**config.mk**
```make
export PLATFORM = sky130hd
export DESIGN_NAME = gdh_cell
export DESIGN_NICKNAME = d
export VERILOG_FILES = /design/src/design/gdh_pkg.sv /design/src/design/gdh_cell.sv
export SDC_FILE = /design/constraint.sdc
export NUM_CORES = 1
export LEC_CHECK = 0
export BUFFER_PORTS_ARGS = -buffer_cell sky130_fd_sc_hd__buf_2
export CAP_MARGIN = 10
export CORE_UTILIZATION = 42
export CTS_CLUSTER_DIAMETER = 200
export CTS_CLUSTER_SIZE = 25
export DETAILED_ROUTE_END_ITERATION = 6
export PLACE_DENSITY = 0.76
export SLEW_MARGIN = 20
export SYNTH_ARGS = -nofsm -noshare
export SYNTH_HDL_FRONTEND = slang
export SYNTH_SLANG_ARGS = --single-unit
```
**constraint.sdc**
```tcl
create_clock -name aclk -period 3.7 [get_ports aclk]
set_input_delay 0.185 -clock aclk [delete_from_list [all_inputs] [get_ports aclk]]
set_output_delay 0.185 -clock aclk [all_outputs]
set_load 0.01 [all_outputs]
```
**src/design/gdh_pkg.sv**
```systemverilog
// Shared types, widths and codes for the grid distance heuristic core.
`default_nettype none
package gdh_pkg;
    localparam int COORD_BITS   = 16;
    localparam int FRAC_BITS    = 8;
    localparam int WEIGHT_BITS  = 12;
    localparam int WEIGHT_FRAC  = 8;
    localparam int OUT_BITS     = 42;
    localparam int MODE_BITS    = 3;
    localparam int ADDR_BITS    = 3;

    localparam int SUM_BITS     = COORD_BITS + 2;
    localparam int SQT_BITS     = 2 * COORD_BITS;
    localparam int SQ_BITS      = 2 * COORD_BITS + 2;
    localparam int PROD_BITS    = WEIGHT_BITS + COORD_BITS;
    localparam int DIAG_BITS    = PROD_BITS + 1;
    localparam int N_BITS       = SQ_BITS + 2 * FRAC_BITS;
    localparam int ROOT_BITS    = (N_BITS + 1) / 2;
    localparam int NPAD_BITS    = 2 * ROOT_BITS;
    localparam int REM_BITS     = ROOT_BITS + 1;
    localparam int TRY_BITS     = REM_BITS + 2;
    localparam int DIAG_UP      = (FRAC_BITS > WEIGHT_FRAC) ? FRAC_BITS - WEIGHT_FRAC : 0;
    localparam int DIAG_DOWN    = (WEIGHT_FRAC > FRAC_BITS) ? WEIGHT_FRAC - FRAC_BITS : 0;

    localparam int IN_BITS      = 6 * COORD_BITS;
    localparam int IN_TDATA     = ((IN_BITS + 7) / 8) * 8;
    localparam int OUT_TDATA    = ((OUT_BITS + 7) / 8) * 8;

    localparam logic [MODE_BITS-1:0] MODE_SUM  = 3'd0;
    localparam logic [MODE_BITS-1:0] MODE_MAX  = 3'd1;
    localparam logic [MODE_BITS-1:0] MODE_MIN  = 3'd2;
    localparam logic [MODE_BITS-1:0] MODE_SQ   = 3'd3;
    localparam logic [MODE_BITS-1:0] MODE_EUC  = 3'd4;
    localparam logic [MODE_BITS-1:0] MODE_DIAG = 3'd5;

    localparam logic [ADDR_BITS-1:0] REG_MODE  = 3'd0;
    localparam logic [ADDR_BITS-1:0] REG_DIMS  = 3'd1;
    localparam logic [ADDR_BITS-1:0] REG_WSTR  = 3'd2;
    localparam logic [ADDR_BITS-1:0] REG_WD2   = 3'd3;
    localparam logic [ADDR_BITS-1:0] REG_WD3   = 3'd4;

    typedef struct packed {
        logic [MODE_BITS-1:0]   mode;
        logic                   three_dims;
        logic [WEIGHT_BITS-1:0] w_straight;
        logic [WEIGHT_BITS-1:0] w_diag2;
        logic [WEIGHT_BITS-1:0] w_diag3;
    } cfg_t;

    typedef struct packed {
        logic                 valid;
        logic                 euclid;
        logic [REM_BITS-1:0]  rem;
        logic [ROOT_BITS-1:0] root;
        logic [NPAD_BITS-1:0] n;
        logic [OUT_BITS-1:0]  other;
    } cell_t;
endpackage
`default_nettype wire

```
**src/design/gdh_cell.sv**
```systemverilog
// One square-root cell: resolves one root bit and passes the item on.
`default_nettype none
module gdh_cell import gdh_pkg::*; (
    input  wire logic  aclk,
    input  wire logic  aresetn,
    input  wire logic  en,
    input  wire cell_t in_cell,
    output cell_t      out_cell
);
    logic [TRY_BITS-1:0] shifted, trial;
    cell_t               cell_next;
    cell_t               cell_reg;

    always_comb begin
        shifted   = {in_cell.rem, in_cell.n[NPAD_BITS-1 -: 2]};
        trial     = TRY_BITS'({in_cell.root, 2'b01});
        cell_next = in_cell;
        cell_next.n = in_cell.n << 2;
        if (shifted >= trial) begin
            cell_next.rem  = REM_BITS'(shifted - trial);
            cell_next.root = {in_cell.root[ROOT_BITS-2:0], 1'b1};
        end else begin
            cell_next.rem  = REM_BITS'(shifted);
            cell_next.root = {in_cell.root[ROOT_BITS-2:0], 1'b0};
        end
    end

    always_ff @(posedge aclk) begin
        if (!aresetn) begin
            cell_reg.valid <= 1'b0;
        end else if (en) begin
            cell_reg <= cell_next;
        end
    end

    assign out_cell = cell_reg;
endmodule
`default_nettype wire

```
==> summary.md <==
| Metric | Value |
|---|---|
| Total grt overflow | `0` |
| CTS sink cnt | `143` |
| Hold-fix buffers, CTS | `116` |
| FF-to-FF End | `out_cell[144]$_SDFFE_PN0P_` |
| Worst Hold End | `out_cell[144]$_SDFFE_PN0P_` |
| Post-synth top area share | `0.6839` |
| Slew Viols, Final | `0` |
| Top_reg_cell synth | `edfxtp_1` |
| Largest net degree at the start of global routing | `75` |
| Power share of the clock group | `0.365` |
| Sw Pwr | `1.121 mW` |
| Setup TNS Final | `0 ns` |
| Top post-synthesis cells by area | `edfxtp_1, ha_1, mux2_4, xnor2_1, inv_1` |
| First-pass GRT wire length | `28,990 µm` |
| Htree depth | `4` |
| Combinational power share | `0.185` |
| Global Route Usage Sum | `0.2652` |
| Worst min-delay path class | `input port to register` |
| Vias | `5,137` |
| Core Box Area | `approximately 15,000 µm²` |
| R2R Setup Slk | `roughly 3.1 ns` |
| Yosys reg bits | `143` |
| DR WL/cell | `roughly 20 µm` |
| Starting DRT DRC Count | `426` |
| FF-to-FF path depth | `2` |
| Asr flop ratio synth | `0` |
| Count of cell types in the netlist | `55` |
| WP data arrival | `3.29 ns` |
| DIE HEIGHT | `around 120 µm` |
| Crit path capture type | `register` |
| Final #Nets | `around 990` |
| Post_cts resized | `0` |
| Sw Ratio | `0.2562` |
| Pwr per Cell Area | `456.3 nW/µm²` |
| Port Buffer Count | `290` |
| GPL Wtd Cong | `0.8437` |
| Die Wd | `between 100 and 150 µm` |
| Synth area leader | `edfxtp_1` |
| Sequential-to-total area share from yosys stat | `0.6871` |
| DRC | `0` |
| Initial core utilization | `0.4290` |
| Total wire length | `20,310 µm` |
| Clk Latency, worst-skew pair | `0.42 ns` |
| Metal-1 WL | `7201 µm` |
| Met2 WL post-DR | `10,190 µm` |
| CTS tree | `built` |
| Clock Path Buffers | `2` |
| Hold wc startpoint | `in_cell[144]` |
| Number of enable flip-flop cells after synthesis | `between 100 and 150` |
| Worst Tran Pin Value | `0.9548 ns` |
| DRT Pass-1 Iters | `4` |
| Top routing layer used | `met5` |
| Leakage | `around 4.2 nW` |
| Worst hold path depth | `3` |
| Cells after Synth | `403` |
| R2R Path Start | `out_cell[144]$_SDFFE_PN0P_` |
| Clock transition at the registers of the reported paths | `0.06 ns` |
| Synth-to-Final Area Change | `53.74%` |
| Max reg flops | `around 140` |
| WS Path Type | `input port to register` |
| Hold Vio Cnt, Final | `0` |
| # Post-CTS Setup Buffers | `0` |
| Hpwl dp | `around 13,000 µm` |
| Root Driver | `clkbuf_16` |
| # setup viols final | `0` |
| Synth warn | `0` |
| Rows | `44` |
| Fin crit share | `0.8452` |
| Final setup margin | `0.5728 ns` |
| Critical Path Source | `in_cell[92]` |
| Slew Limit Headroom | `0.3635` |
| Vias/cell | `5.056` |
| Final standard cell area without fillers | `9585 µm²` |
| Outcome | `complete, no violations` |
| Crit path launch type | `input port` |
| WL met3 | `2073 µm` |
| Internal Power | `3.253 mW` |
| Syn Std Cell Area | `just over 6000 µm²` |
| Layout cells sized above 1 | `0.4152` |
| VDD IR max | `about 0.00034 V` |
| Crit-path max FO | `17` |
| WP data required | `3.86 ns` |
| Detail Route Antenna Nets | `0` |
| Fill cells | `1,048` |
| Dpl cell area | `7878 µm²` |
| Pre-CTS WS | `~0.68 ns` |
| Die footprint | `15,340 µm²` |
| Skew final | `0 ns` |
| RSZ-0062 raised after global routing | `no` |
| Initial antenna violation count | `4` |
| Vias in the first global route | `5,284` |
| Fmax | `0.3198 GHz` |
| Min cycle time layout | `3.127 ns` |
| Avg Cell Area, Syn | `15.47 µm²` |
| CTS buffer count | `17` |
| Max-cap viol count | `0` |
| Ports | `293` |
| Sequential power share | `0.450` |
## worst max-delay path: stages
cell           delay (ns)
dlygate4sd3_1        0.52
buf_2                0.11
inv_1                0.04
ha_1                 0.35
nor2b_1              0.17
o31ai_2              0.39
a21oi_4              0.13
a21oi_2              0.24
o31a_1               0.22
o21a_2               0.36
buf_12               0.23
mux2_1               0.34
## layer usage
layer | vias up | track usage
met5 | - | 0
met1 | 2428 | 0.2827
li1 | 2356 | -
met2 | 294 | 0.4569
met4 | 4 | 0.1175
met3 | 55 | 0.1108
## area by class of cell
type | instances | area (µm²) | area share
diodes | 1 | 2.502 | 0.0002611
repair buffers | 408 | 2653 | 0.2767
well taps | 184 | 230.2 | 0.02402
clock buffers | 18 | 429.2 | 0.04477
clock inverters | 14 | 115.1 | 0.01201
multi-input cells | 214 | 1744 | 0.1820
inverters | 34 | 127.6 | 0.01331
flip-flops and latches | 143 | 4284 | 0.4469
## cell families after synthesis
family,share of synthesized area
flip-flops,0.6871
AO/OA/AOI/OAI,0.09071
AND/OR/NAND/NOR,0.04495
buffers and inverters,0.03432
adder cells (fa/ha/maj),0.05418
multiplexers,0.05439
XOR/XNOR,0.03371
other,0.0006015
## worst max-delay path by stage
stage | slack, ns | cells after the start | endpoint
4_1_cts | 0.55 | 12 | out_cell[142]$_DFFE_PP_
3_5_place_dp | 0.68 | 11 | out_cell[142]$_DFFE_PP_
2_1_floorplan | 1.17 | 10 | out_cell[125]$_DFFE_PP_
5_1_grt | 0.39 | 11 | out_cell[142]$_DFFE_PP_
3_3_place_gp | 0.77 | 10 | out_cell[142]$_DFFE_PP_
6_report | 0.57 | 12 | out_cell[142]$_DFFE_PP_
## cell usage after synthesis (2+ instances only)
cell / count
buf_4: 2
mux2i_1: 2
buf_6: 3
a211o_1: 3
clkbuf_1: 2
o22a_1: 2
ha_1: 27
nor2_1: 14
a31oi_1: 2
o21ai_1: 2
buf_2: 6
mux2_4: 16
o21bai_1: 3
a211oi_1: 3
and3_1: 2
xnor2_1: 20
nand2_1: 12
o31ai_1: 2
a21o_1: 7
nand3_1: 5
edfxtp_1: 142
o21ai_0: 10
mux2_1: 7
or3_1: 5
nor2b_1: 4
xor2_1: 4
inv_1: 33
o21a_1: 5
o211ai_1: 5
nor4_1: 2
a21oi_1: 21
nand4_1: 7
## layout by cell type (no fill, tap or decap), types with 4 or more instances in the layout
cell type,instances
o211ai_1,5
nor2_1,14
clkinv_1,4
mux2_1,7
a21oi_1,21
o21ai_0,10
nand4_1,7
edfxtp_1,142
inv_1,33
a21o_1,7
xnor2_1,20
nand3_1,5
clkbuf_16,17
nor2b_1,4
or3_1,5
nand2_1,12
xor2_1,4
mux2_4,16
ha_1,27
buf_2,290
o21a_1,4
dlygate4sd3_1,116
## power by group through the flow
| stage | registers (mW) | logic (mW) | clock network [mW] |
|---|---|---|---|
| 2_1_floorplan | 2.07 | 0.342 | 0 |
| 3_3_place_gp | 1.99 | 0.674 | 0 |
| 3_5_place_dp | 1.99 | 0.693 | 0 |
| 4_1_cts | 1.96 | 0.797 | 1.61 |
| 5_1_grt | 1.98 | 0.873 | 1.69 |
| 6_report | 1.97 | 0.809 | 1.60 |
## stage by stage
step	hold WS, ns	instances	utilization	total power, mW
floorplan	0.2839	404	-	2.407
global placement	0.3623	867	0.5420	2.666
detailed placement	0.3631	867	0.5420	2.687
CTS	0.01345	1015	0.6593	4.374
global route	0.01269	1015	0.6593	4.540
finish	0.03408	1016	0.6595	4.373
No activity file was read; power rests on OpenSTA's default activity.
