**src/design/gdh_pkg.sv**
```systemverilog
// Shared types, widths and codes for the grid distance heuristic core.
`default_nettype none
package gdh_pkg;
    localparam int COORD_BITS   = 16;
    localparam int FRAC_BITS    = 8;
    localparam int WEIGHT_BITS  = 12;
    localparam int WEIGHT_FRAC  = 8;
    localparam int OUT_BITS     = 42;
    localparam int MODE_BITS    = 3;
    localparam int ADDR_BITS    = 3;

    localparam int SUM_BITS     = COORD_BITS + 2;
    localparam int SQT_BITS     = 2 * COORD_BITS;
    localparam int SQ_BITS      = 2 * COORD_BITS + 2;
    localparam int PROD_BITS    = WEIGHT_BITS + COORD_BITS;
    localparam int DIAG_BITS    = PROD_BITS + 1;
    localparam int N_BITS       = SQ_BITS + 2 * FRAC_BITS;
    localparam int ROOT_BITS    = (N_BITS + 1) / 2;
    localparam int NPAD_BITS    = 2 * ROOT_BITS;
    localparam int REM_BITS     = ROOT_BITS + 1;
    localparam int TRY_BITS     = REM_BITS + 2;
    localparam int DIAG_UP      = (FRAC_BITS > WEIGHT_FRAC) ? FRAC_BITS - WEIGHT_FRAC : 0;
    localparam int DIAG_DOWN    = (WEIGHT_FRAC > FRAC_BITS) ? WEIGHT_FRAC - FRAC_BITS : 0;

    localparam int IN_BITS      = 6 * COORD_BITS;
    localparam int IN_TDATA     = ((IN_BITS + 7) / 8) * 8;
    localparam int OUT_TDATA    = ((OUT_BITS + 7) / 8) * 8;

    localparam logic [MODE_BITS-1:0] MODE_SUM  = 3'd0;
    localparam logic [MODE_BITS-1:0] MODE_MAX  = 3'd1;
    localparam logic [MODE_BITS-1:0] MODE_MIN  = 3'd2;
    localparam logic [MODE_BITS-1:0] MODE_SQ   = 3'd3;
    localparam logic [MODE_BITS-1:0] MODE_EUC  = 3'd4;
    localparam logic [MODE_BITS-1:0] MODE_DIAG = 3'd5;

    localparam logic [ADDR_BITS-1:0] REG_MODE  = 3'd0;
    localparam logic [ADDR_BITS-1:0] REG_DIMS  = 3'd1;
    localparam logic [ADDR_BITS-1:0] REG_WSTR  = 3'd2;
    localparam logic [ADDR_BITS-1:0] REG_WD2   = 3'd3;
    localparam logic [ADDR_BITS-1:0] REG_WD3   = 3'd4;

    typedef struct packed {
        logic [MODE_BITS-1:0]   mode;
        logic                   three_dims;
        logic [WEIGHT_BITS-1:0] w_straight;
        logic [WEIGHT_BITS-1:0] w_diag2;
        logic [WEIGHT_BITS-1:0] w_diag3;
    } cfg_t;

    typedef struct packed {
        logic                 valid;
        logic                 euclid;
        logic [REM_BITS-1:0]  rem;
        logic [ROOT_BITS-1:0] root;
        logic [NPAD_BITS-1:0] n;
        logic [OUT_BITS-1:0]  other;
    } cell_t;
endpackage
`default_nettype wire

```
**src/design/gdh_front.sv**
```systemverilog
// Front pipeline: absolute differences, products and per-mode results.
`default_nettype none
module gdh_front import gdh_pkg::*; (
    input  wire logic                  aclk,
    input  wire logic                  aresetn,
    input  wire logic                  en,
    input  wire logic                  in_valid,
    input  wire logic [IN_BITS-1:0]    in_data,
    input  wire cfg_t                  cfg,
    output cell_t                      out_cell
);
    function automatic logic [COORD_BITS-1:0] absd(input logic [COORD_BITS-1:0] a,
                                                  input logic [COORD_BITS-1:0] b);
        logic signed [COORD_BITS:0] d;
        logic [COORD_BITS:0] m;
        begin
            d = $signed({a[COORD_BITS-1], a}) - $signed({b[COORD_BITS-1], b});
            m = d[COORD_BITS] ? (~d + 1'b1) : d;
            return m[COORD_BITS-1:0];
        end
    endfunction

    // stage 1: differences
    logic                  v1_reg;
    logic [COORD_BITS-1:0] dr_reg, dc_reg, dl_reg;

    always_ff @(posedge aclk) begin
        if (!aresetn) begin
            v1_reg <= 1'b0;
        end else if (en) begin
            v1_reg <= in_valid;
            dr_reg <= absd(in_data[COORD_BITS-1:0], in_data[4*COORD_BITS-1:3*COORD_BITS]);
            dc_reg <= absd(in_data[2*COORD_BITS-1:COORD_BITS],
                           in_data[5*COORD_BITS-1:4*COORD_BITS]);
            dl_reg <= cfg.three_dims ?
                      absd(in_data[3*COORD_BITS-1:2*COORD_BITS],
                           in_data[6*COORD_BITS-1:5*COORD_BITS]) : '0;
        end
    end

    // stage 2: squares, weighted products, sum/min/max
    logic                   v2_reg;
    logic [SQT_BITS-1:0]    sqr_reg, sqc_reg, sql_reg;
    logic [PROD_BITS-1:0]   pw_reg, pd_reg;
    logic [SUM_BITS-1:0]    sum_reg;
    logic [COORD_BITS-1:0]  max_reg, min_reg;
    logic [COORD_BITS-1:0]  lo2, hi2;
    logic [WEIGHT_BITS-1:0] dw;

    always_comb begin
        lo2 = (dr_reg < dc_reg) ? dr_reg : dc_reg;
        hi2 = (dr_reg < dc_reg) ? dc_reg : dr_reg;
        dw  = cfg.three_dims ? cfg.w_diag3 : cfg.w_diag2;
    end

    always_ff @(posedge aclk) begin
        if (!aresetn) begin
            v2_reg <= 1'b0;
        end else if (en) begin
            v2_reg  <= v1_reg;
            sqr_reg <= dr_reg * dr_reg;
            sqc_reg <= dc_reg * dc_reg;
            sql_reg <= dl_reg * dl_reg;
            pw_reg  <= cfg.w_straight * (hi2 - lo2);
            pd_reg  <= dw * lo2;
            sum_reg <= SUM_BITS'(dr_reg) + SUM_BITS'(dc_reg) + SUM_BITS'(dl_reg);
            max_reg <= (dl_reg > hi2) ? dl_reg : hi2;
            min_reg <= (cfg.three_dims && dl_reg < lo2) ? dl_reg : lo2;
        end
    end

    // stage 3: select result, seed the root chain
    logic [SQ_BITS-1:0]   sq;
    logic [DIAG_BITS-1:0] diag;
    logic [OUT_BITS-1:0]  other;
    cell_t                cell_next;
    cell_t                cell_reg;

    always_comb begin
        sq   = SQ_BITS'(sqr_reg) + SQ_BITS'(sqc_reg) + SQ_BITS'(sql_reg);
        diag = DIAG_BITS'(pw_reg) + DIAG_BITS'(pd_reg);
        unique case (cfg.mode)
            MODE_MAX:  other = OUT_BITS'(max_reg) << FRAC_BITS;
            MODE_MIN:  other = OUT_BITS'(min_reg) << FRAC_BITS;
            MODE_SQ:   other = OUT_BITS'(sq) << FRAC_BITS;
            MODE_DIAG: other = (OUT_BITS'(diag) << DIAG_UP) >> DIAG_DOWN;
            default:   other = OUT_BITS'(sum_reg) << FRAC_BITS;
        endcase
        cell_next.valid  = v2_reg;
        cell_next.euclid = (cfg.mode == MODE_EUC);
        cell_next.rem    = '0;
        cell_next.root   = '0;
        cell_next.n      = NPAD_BITS'(sq) << (2 * FRAC_BITS);
        cell_next.other  = other;
    end

    always_ff @(posedge aclk) begin
        if (!aresetn) begin
            cell_reg.valid <= 1'b0;
        end else if (en) begin
            cell_reg <= cell_next;
        end
    end

    assign out_cell = cell_reg;
endmodule
`default_nettype wire

```
**config.mk**
```make
export PLATFORM = sky130hd
export DESIGN_NAME = gdh_front
export DESIGN_NICKNAME = d
export VERILOG_FILES = /design/src/design/gdh_pkg.sv /design/src/design/gdh_front.sv
export SDC_FILE = /design/constraint.sdc
export NUM_CORES = 2
export LEC_CHECK = 0
export BUFFER_PORTS_ARGS = -buffer_cell sky130_fd_sc_hd__buf_2
export CORE_ASPECT_RATIO = 1.5
export CORE_MARGIN = 3
export CORE_UTILIZATION = 34
export CTS_CLUSTER_SIZE = 24
export DETAILED_ROUTE_END_ITERATION = 6
export GPL_TIMING_DRIVEN = 1
export PLACE_DENSITY_LB_ADDON = 0.2
export SLEW_MARGIN = 5
export SYNTH_ARGS = -nofsm -noshare
export SYNTH_HDL_FRONTEND = slang
export SYNTH_SLANG_ARGS = --single-unit
```
**constraint.sdc**
```tcl
create_clock -name aclk -period 15.5 [get_ports aclk]
set_input_delay 1.55 -clock aclk [delete_from_list [all_inputs] [get_ports aclk]]
set_output_delay 1.55 -clock aclk [all_outputs]
set_load 0.005 [all_outputs]
```
==> metrics.txt <==
# TYPE chip_impl_metric gauge
chip_impl_metric{name="avgRoutedWirePerCell",unit="µm"} 20.8
chip_impl_metric{name="ant_nets",unit=""} 0
chip_impl_metric{name="slew_headroom",unit="%"} 21.7
chip_impl_metric{name="crit_path_max_incr_delay",unit="ns"} 0.97
chip_impl_metric{name="count_of_boundary_i_o_pins",unit=""} 285
chip_impl_metric{name="fp.coreArea",unit="µm²"} 165000
chip_impl_metric{name="fin_max_slew_vios",unit=""} 0
chip_impl_metric{name="clkSinkCount",unit=""} 327
chip_impl_metric{name="finalClockSkew",unit="ns"} 0.0410
chip_impl_metric{name="fmaxAchievable",unit="MHz"} 94.7
chip_impl_info{name="holdPathEnd",value="out_cell[144]"} 1
chip_impl_info{name="timing.rr.end",value="pw_reg[27]"} 1
chip_impl_metric{name="worst-path-max-fanout",unit=""} 29
chip_impl_info{name="critPathSlowestCell",value="sky130_fd_sc_hd__ha_1"} 1
chip_impl_metric{name="syn-instance-count",unit=""} 6035
chip_impl_info{name="worstSetupStartpointType",value="flop"} 1
chip_impl_metric{name="numPortBuffers",unit=""} 217
chip_impl_metric{name="required",unit="ns"} 15.85
chip_impl_metric{name="grt_use_total",unit="%"} 20.4
chip_impl_metric{name="final-seq-area",unit="µm²"} 9790
chip_impl_metric{name="post_cts.resized_instances",unit=""} 0
chip_impl_metric{name="route.vias.total",unit=""} 42100
chip_impl_metric{name="placedInstanceArea",unit="µm²"} 60000
chip_impl_metric{name="synth.yosys.seq_area_share",unit="%"} 17.3
chip_impl_metric{name="synth-async-reset-ratio",unit="%"} 0
chip_impl_metric{name="preCtsSetupSlack",unit="ns"} 5.04
chip_impl_metric{name="clockBufferDepth",unit=""} 3
chip_impl_metric{name="actual_transition_at_the_worst_max_transition_pin",unit="ns"} 1.17
chip_impl_metric{name="final_cell_area",unit="µm²"} 61400
chip_impl_metric{name="cts-buffers-inserted",unit=""} 40
chip_impl_metric{name="max_ffs_per_register",unit=""} 78
chip_impl_metric{name="hold_depth",unit=""} 2
chip_impl_info{name="critical_path_class",value="flop to flop"} 1
chip_impl_metric{name="die_width",unit="µm"} 339
chip_impl_metric{name="period_minus_slack",unit="ns"} 10.56
chip_impl_metric{name="detailedRoute.firstPassIterationCount",unit=""} 6
chip_impl_metric{name="yosysUniqueCellTypes",unit=""} 93
chip_impl_metric{name="cts_hold_repair.buffers",unit=""} 0
chip_impl_metric{name="finalNonFillerCells",unit=""} 8430
chip_impl_metric{name="fp-row-count",unit=""} 182
chip_impl_info{name="endpoint_kind",value="flop"} 1
chip_impl_info{name="holdCritPathClass",value="flop to flop"} 1
chip_impl_metric{name="finalHoldViolCount",unit=""} 0
chip_impl_metric{name="area_share_of_the_largest_cell_type_after_synthesis",unit="%"} 30.7
chip_impl_metric{name="syn_avg_cell_area",unit="µm²"} 9.37
chip_impl_info{name="worstReg2RegStart",value="dc_reg[15]"} 1
chip_impl_info{name="synthDominantAreaCellType",value="sky130_fd_sc_hd__fa_1"} 1
chip_impl_metric{name="viasPerCell",unit=""} 4.99
chip_impl_metric{name="antenna_found_initial",unit=""} 15
chip_impl_info{name="grt_setup_unrepaired",value="false"} 1
chip_impl_metric{name="timing.reg2reg.worst_path_depth",unit=""} 31
chip_impl_info{name="ys_top_cells_by_area",value="sky130_fd_sc_hd__fa_1 (31%), sky130_fd_sc_hd__edfxtp_1 (17%), sky130_fd_sc_hd__ha_1 (13%), sky130_fd_sc_hd__inv_1 (8.3%), sky130_fd_sc_hd__nand2_1 (3.5%)"} 1
chip_impl_metric{name="die-height",unit="µm"} 505
chip_impl_metric{name="synth.cell_area",unit="µm²"} 56600
chip_impl_info{name="cts-root-buf",value="sky130_fd_sc_hd__clkbuf_16"} 1
chip_impl_metric{name="post_cts_buffers",unit=""} 0
chip_impl_metric{name="initial_utilization",unit="%"} 34.3
chip_impl_metric{name="synthToLayoutAreaGrowth",unit="%"} 8.51
chip_impl_metric{name="maximum_number_of_pins_on_one_net_before_global_route_repair",unit=""} 76
chip_impl_metric{name="insertion_delay",unit="ns"} 0.62
chip_impl_metric{name="gr-total-overflow",unit=""} 0
chip_impl_metric{name="fin_setup_tns",unit="ns"} 0
chip_impl_info{name="cts_tree",value="built"} 1
chip_impl_metric{name="num-fill-cells",unit=""} 16700
chip_impl_info{name="hp-start",value="out_cell[144]"} 1
chip_impl_metric{name="ff2ff_setup_slack",unit="ns"} 4.94
chip_impl_metric{name="via_count_of_the_first_global_routing_pass",unit=""} 44600
chip_impl_metric{name="yosys_warnings",unit=""} 0
chip_impl_metric{name="place_congestion",unit=""} 0.897
chip_impl_info{name="dominantRegCellSynth",value="sky130_fd_sc_hd__edfxtp_1"} 1
chip_impl_metric{name="drc_errors",unit=""} 0
chip_impl_metric{name="dieArea",unit="µm²"} 171000
chip_impl_info{name="status",value="finished clean"} 1
chip_impl_metric{name="detail_route.iter0.violations",unit=""} 2388
chip_impl_metric{name="final_net_count",unit=""} 7787
chip_impl_metric{name="worst-endpoint-arrival",unit="ns"} 10.92
chip_impl_metric{name="multi_input_comb_area",unit="µm²"} 41100
chip_impl_metric{name="wire_length_of_the_first_global_routing_pass",unit="µm"} 266000
chip_impl_metric{name="synth_enable_flop_cells",unit=""} 324
chip_impl_metric{name="cts-htree-levels",unit=""} 2
chip_impl_metric{name="synth.ff_latch_count",unit=""} 327
chip_impl_metric{name="hpwlAfterDp",unit="µm"} 144000
chip_impl_metric{name="max_cap_violations",unit=""} 0
chip_impl_metric{name="layout-drive-gt1-share",unit="%"} 7.10
chip_impl_metric{name="number_of_instances_in_the_placed_design",unit=""} 8349
chip_impl_metric{name="finalSetupViolations",unit=""} 0
chip_impl_metric{name="timing.final.crit_share",unit="%"} 68.1
chip_impl_metric{name="clkSlewWorstSetupHoldPaths",unit="ns"} 0.09
chip_impl_metric{name="aggregate_routed_wire_length",unit="µm"} 175000
chip_impl_metric{name="finalWorstSetupSlack",unit="ns"} 4.94
[Yosys cell counts, types with 12 or more instances]
library cell,count
sky130_fd_sc_hd__nor4_1,15
sky130_fd_sc_hd__nand3_1,73
sky130_fd_sc_hd__edfxtp_1,324
sky130_fd_sc_hd__nor2b_1,59
sky130_fd_sc_hd__a21boi_0,22
sky130_fd_sc_hd__o22ai_1,14
sky130_fd_sc_hd__a21oi_1,226
sky130_fd_sc_hd__o21bai_1,34
sky130_fd_sc_hd__a211oi_1,33
sky130_fd_sc_hd__a21o_1,102
sky130_fd_sc_hd__or3_1,19
sky130_fd_sc_hd__nand2_1,528
sky130_fd_sc_hd__or2_2,23
sky130_fd_sc_hd__o21ai_1,15
sky130_fd_sc_hd__buf_4,70
sky130_fd_sc_hd__ha_1,598
sky130_fd_sc_hd__nand4_1,42
sky130_fd_sc_hd__mux2i_1,59
sky130_fd_sc_hd__o21ai_0,151
sky130_fd_sc_hd__nand2b_1,56
sky130_fd_sc_hd__xnor2_1,202
sky130_fd_sc_hd__inv_1,1255
sky130_fd_sc_hd__nor2_1,404
sky130_fd_sc_hd__clkbuf_1,163
sky130_fd_sc_hd__o211ai_1,14
sky130_fd_sc_hd__nor3_1,68
sky130_fd_sc_hd__o31ai_1,21
sky130_fd_sc_hd__and3_1,21
sky130_fd_sc_hd__xor2_1,84
sky130_fd_sc_hd__and2_1,171
sky130_fd_sc_hd__a311oi_1,12
sky130_fd_sc_hd__mux2_2,20
sky130_fd_sc_hd__fa_1,866
sky130_fd_sc_hd__o21a_1,49
sky130_fd_sc_hd__a31oi_1,22
[how the worst max path moves through the flow]
stage	start	end	slack (ns)
2_1_floorplan	en	dc_reg[0]	5.92
4_1_cts	dc_reg[11]	pw_reg[27]	5.04
3_3_place_gp	dc_reg[15]	pw_reg[27]	5.19
5_1_grt	dc_reg[15]	pw_reg[27]	4.20
6_report	dc_reg[15]	pw_reg[27]	4.94
3_5_place_dp	dc_reg[11]	pw_reg[27]	5.04
[cell usage in the layout, fill, tap and decap left out, drive strengths merged, types with 70 or more instances in the layout]
cell / n
buf: 289
edfxtp: 324
nor3: 72
fa: 866
o21ai: 167
a21o: 102
xnor2: 202
ha: 598
nor2: 404
nand2: 528
inv: 1266
and2: 171
conb: 70
nand3: 74
xor2: 84
a21oi: 229
[critical path: cells and delay by family, from the launching register on]
family,cells,cell delay [ns]
AO/OA/AOI/OAI,11,2.66
XOR/XNOR,3,1.22
buffers and inverters,5,0.59
AND/OR/NAND/NOR,5,1.69
adder cells (fa/ha/maj),7,3.60
flip-flops,1,0.54
[layout make-up]
class	instances	area share [%]
diodes	9	0.0367
clock buffers	45	1.66
clock inverters	27	0.506
inverters	1265	7.74
multi-input cells	4260	67.0
flip-flops and latches	327	16.0
well taps	2208	4.50
repair buffers	289	2.65
[stage by stage]
step                      hold slack, ns  util (%)
after detailed placement           0.498      36.5
after CTS                          0.515      37.3
after global placement             0.499      36.5
after global routing               0.539      37.3
final                              0.511      37.3
after floorplan                    0.442         -
[per-layer routing]
metal / up-vias / routed length, µm / global-route usage, %
met3: 367 / 10300 / 2.93
met1: 21000 / 67400 / 24.1
met5: - / 50 / 0
met4: 8 / 11300 / 11.3
met2: 1249 / 86300 / 35.7
li1: 19500 / - / -
[cell families after synthesis]
kind of cell	synth area share (%)
other	0.00663
AOI/OAI and AO/OA	9.64
adders and majority gates	43.9
muxes	1.44
DFF	17.3
buffers and inverters	10.6
and+or+nand+nor	12.7
xor gates and xnor gates	4.43
Power is not shown: default switching activity piles up to over one toggle a cycle in this logic, so the estimate is an artifact.
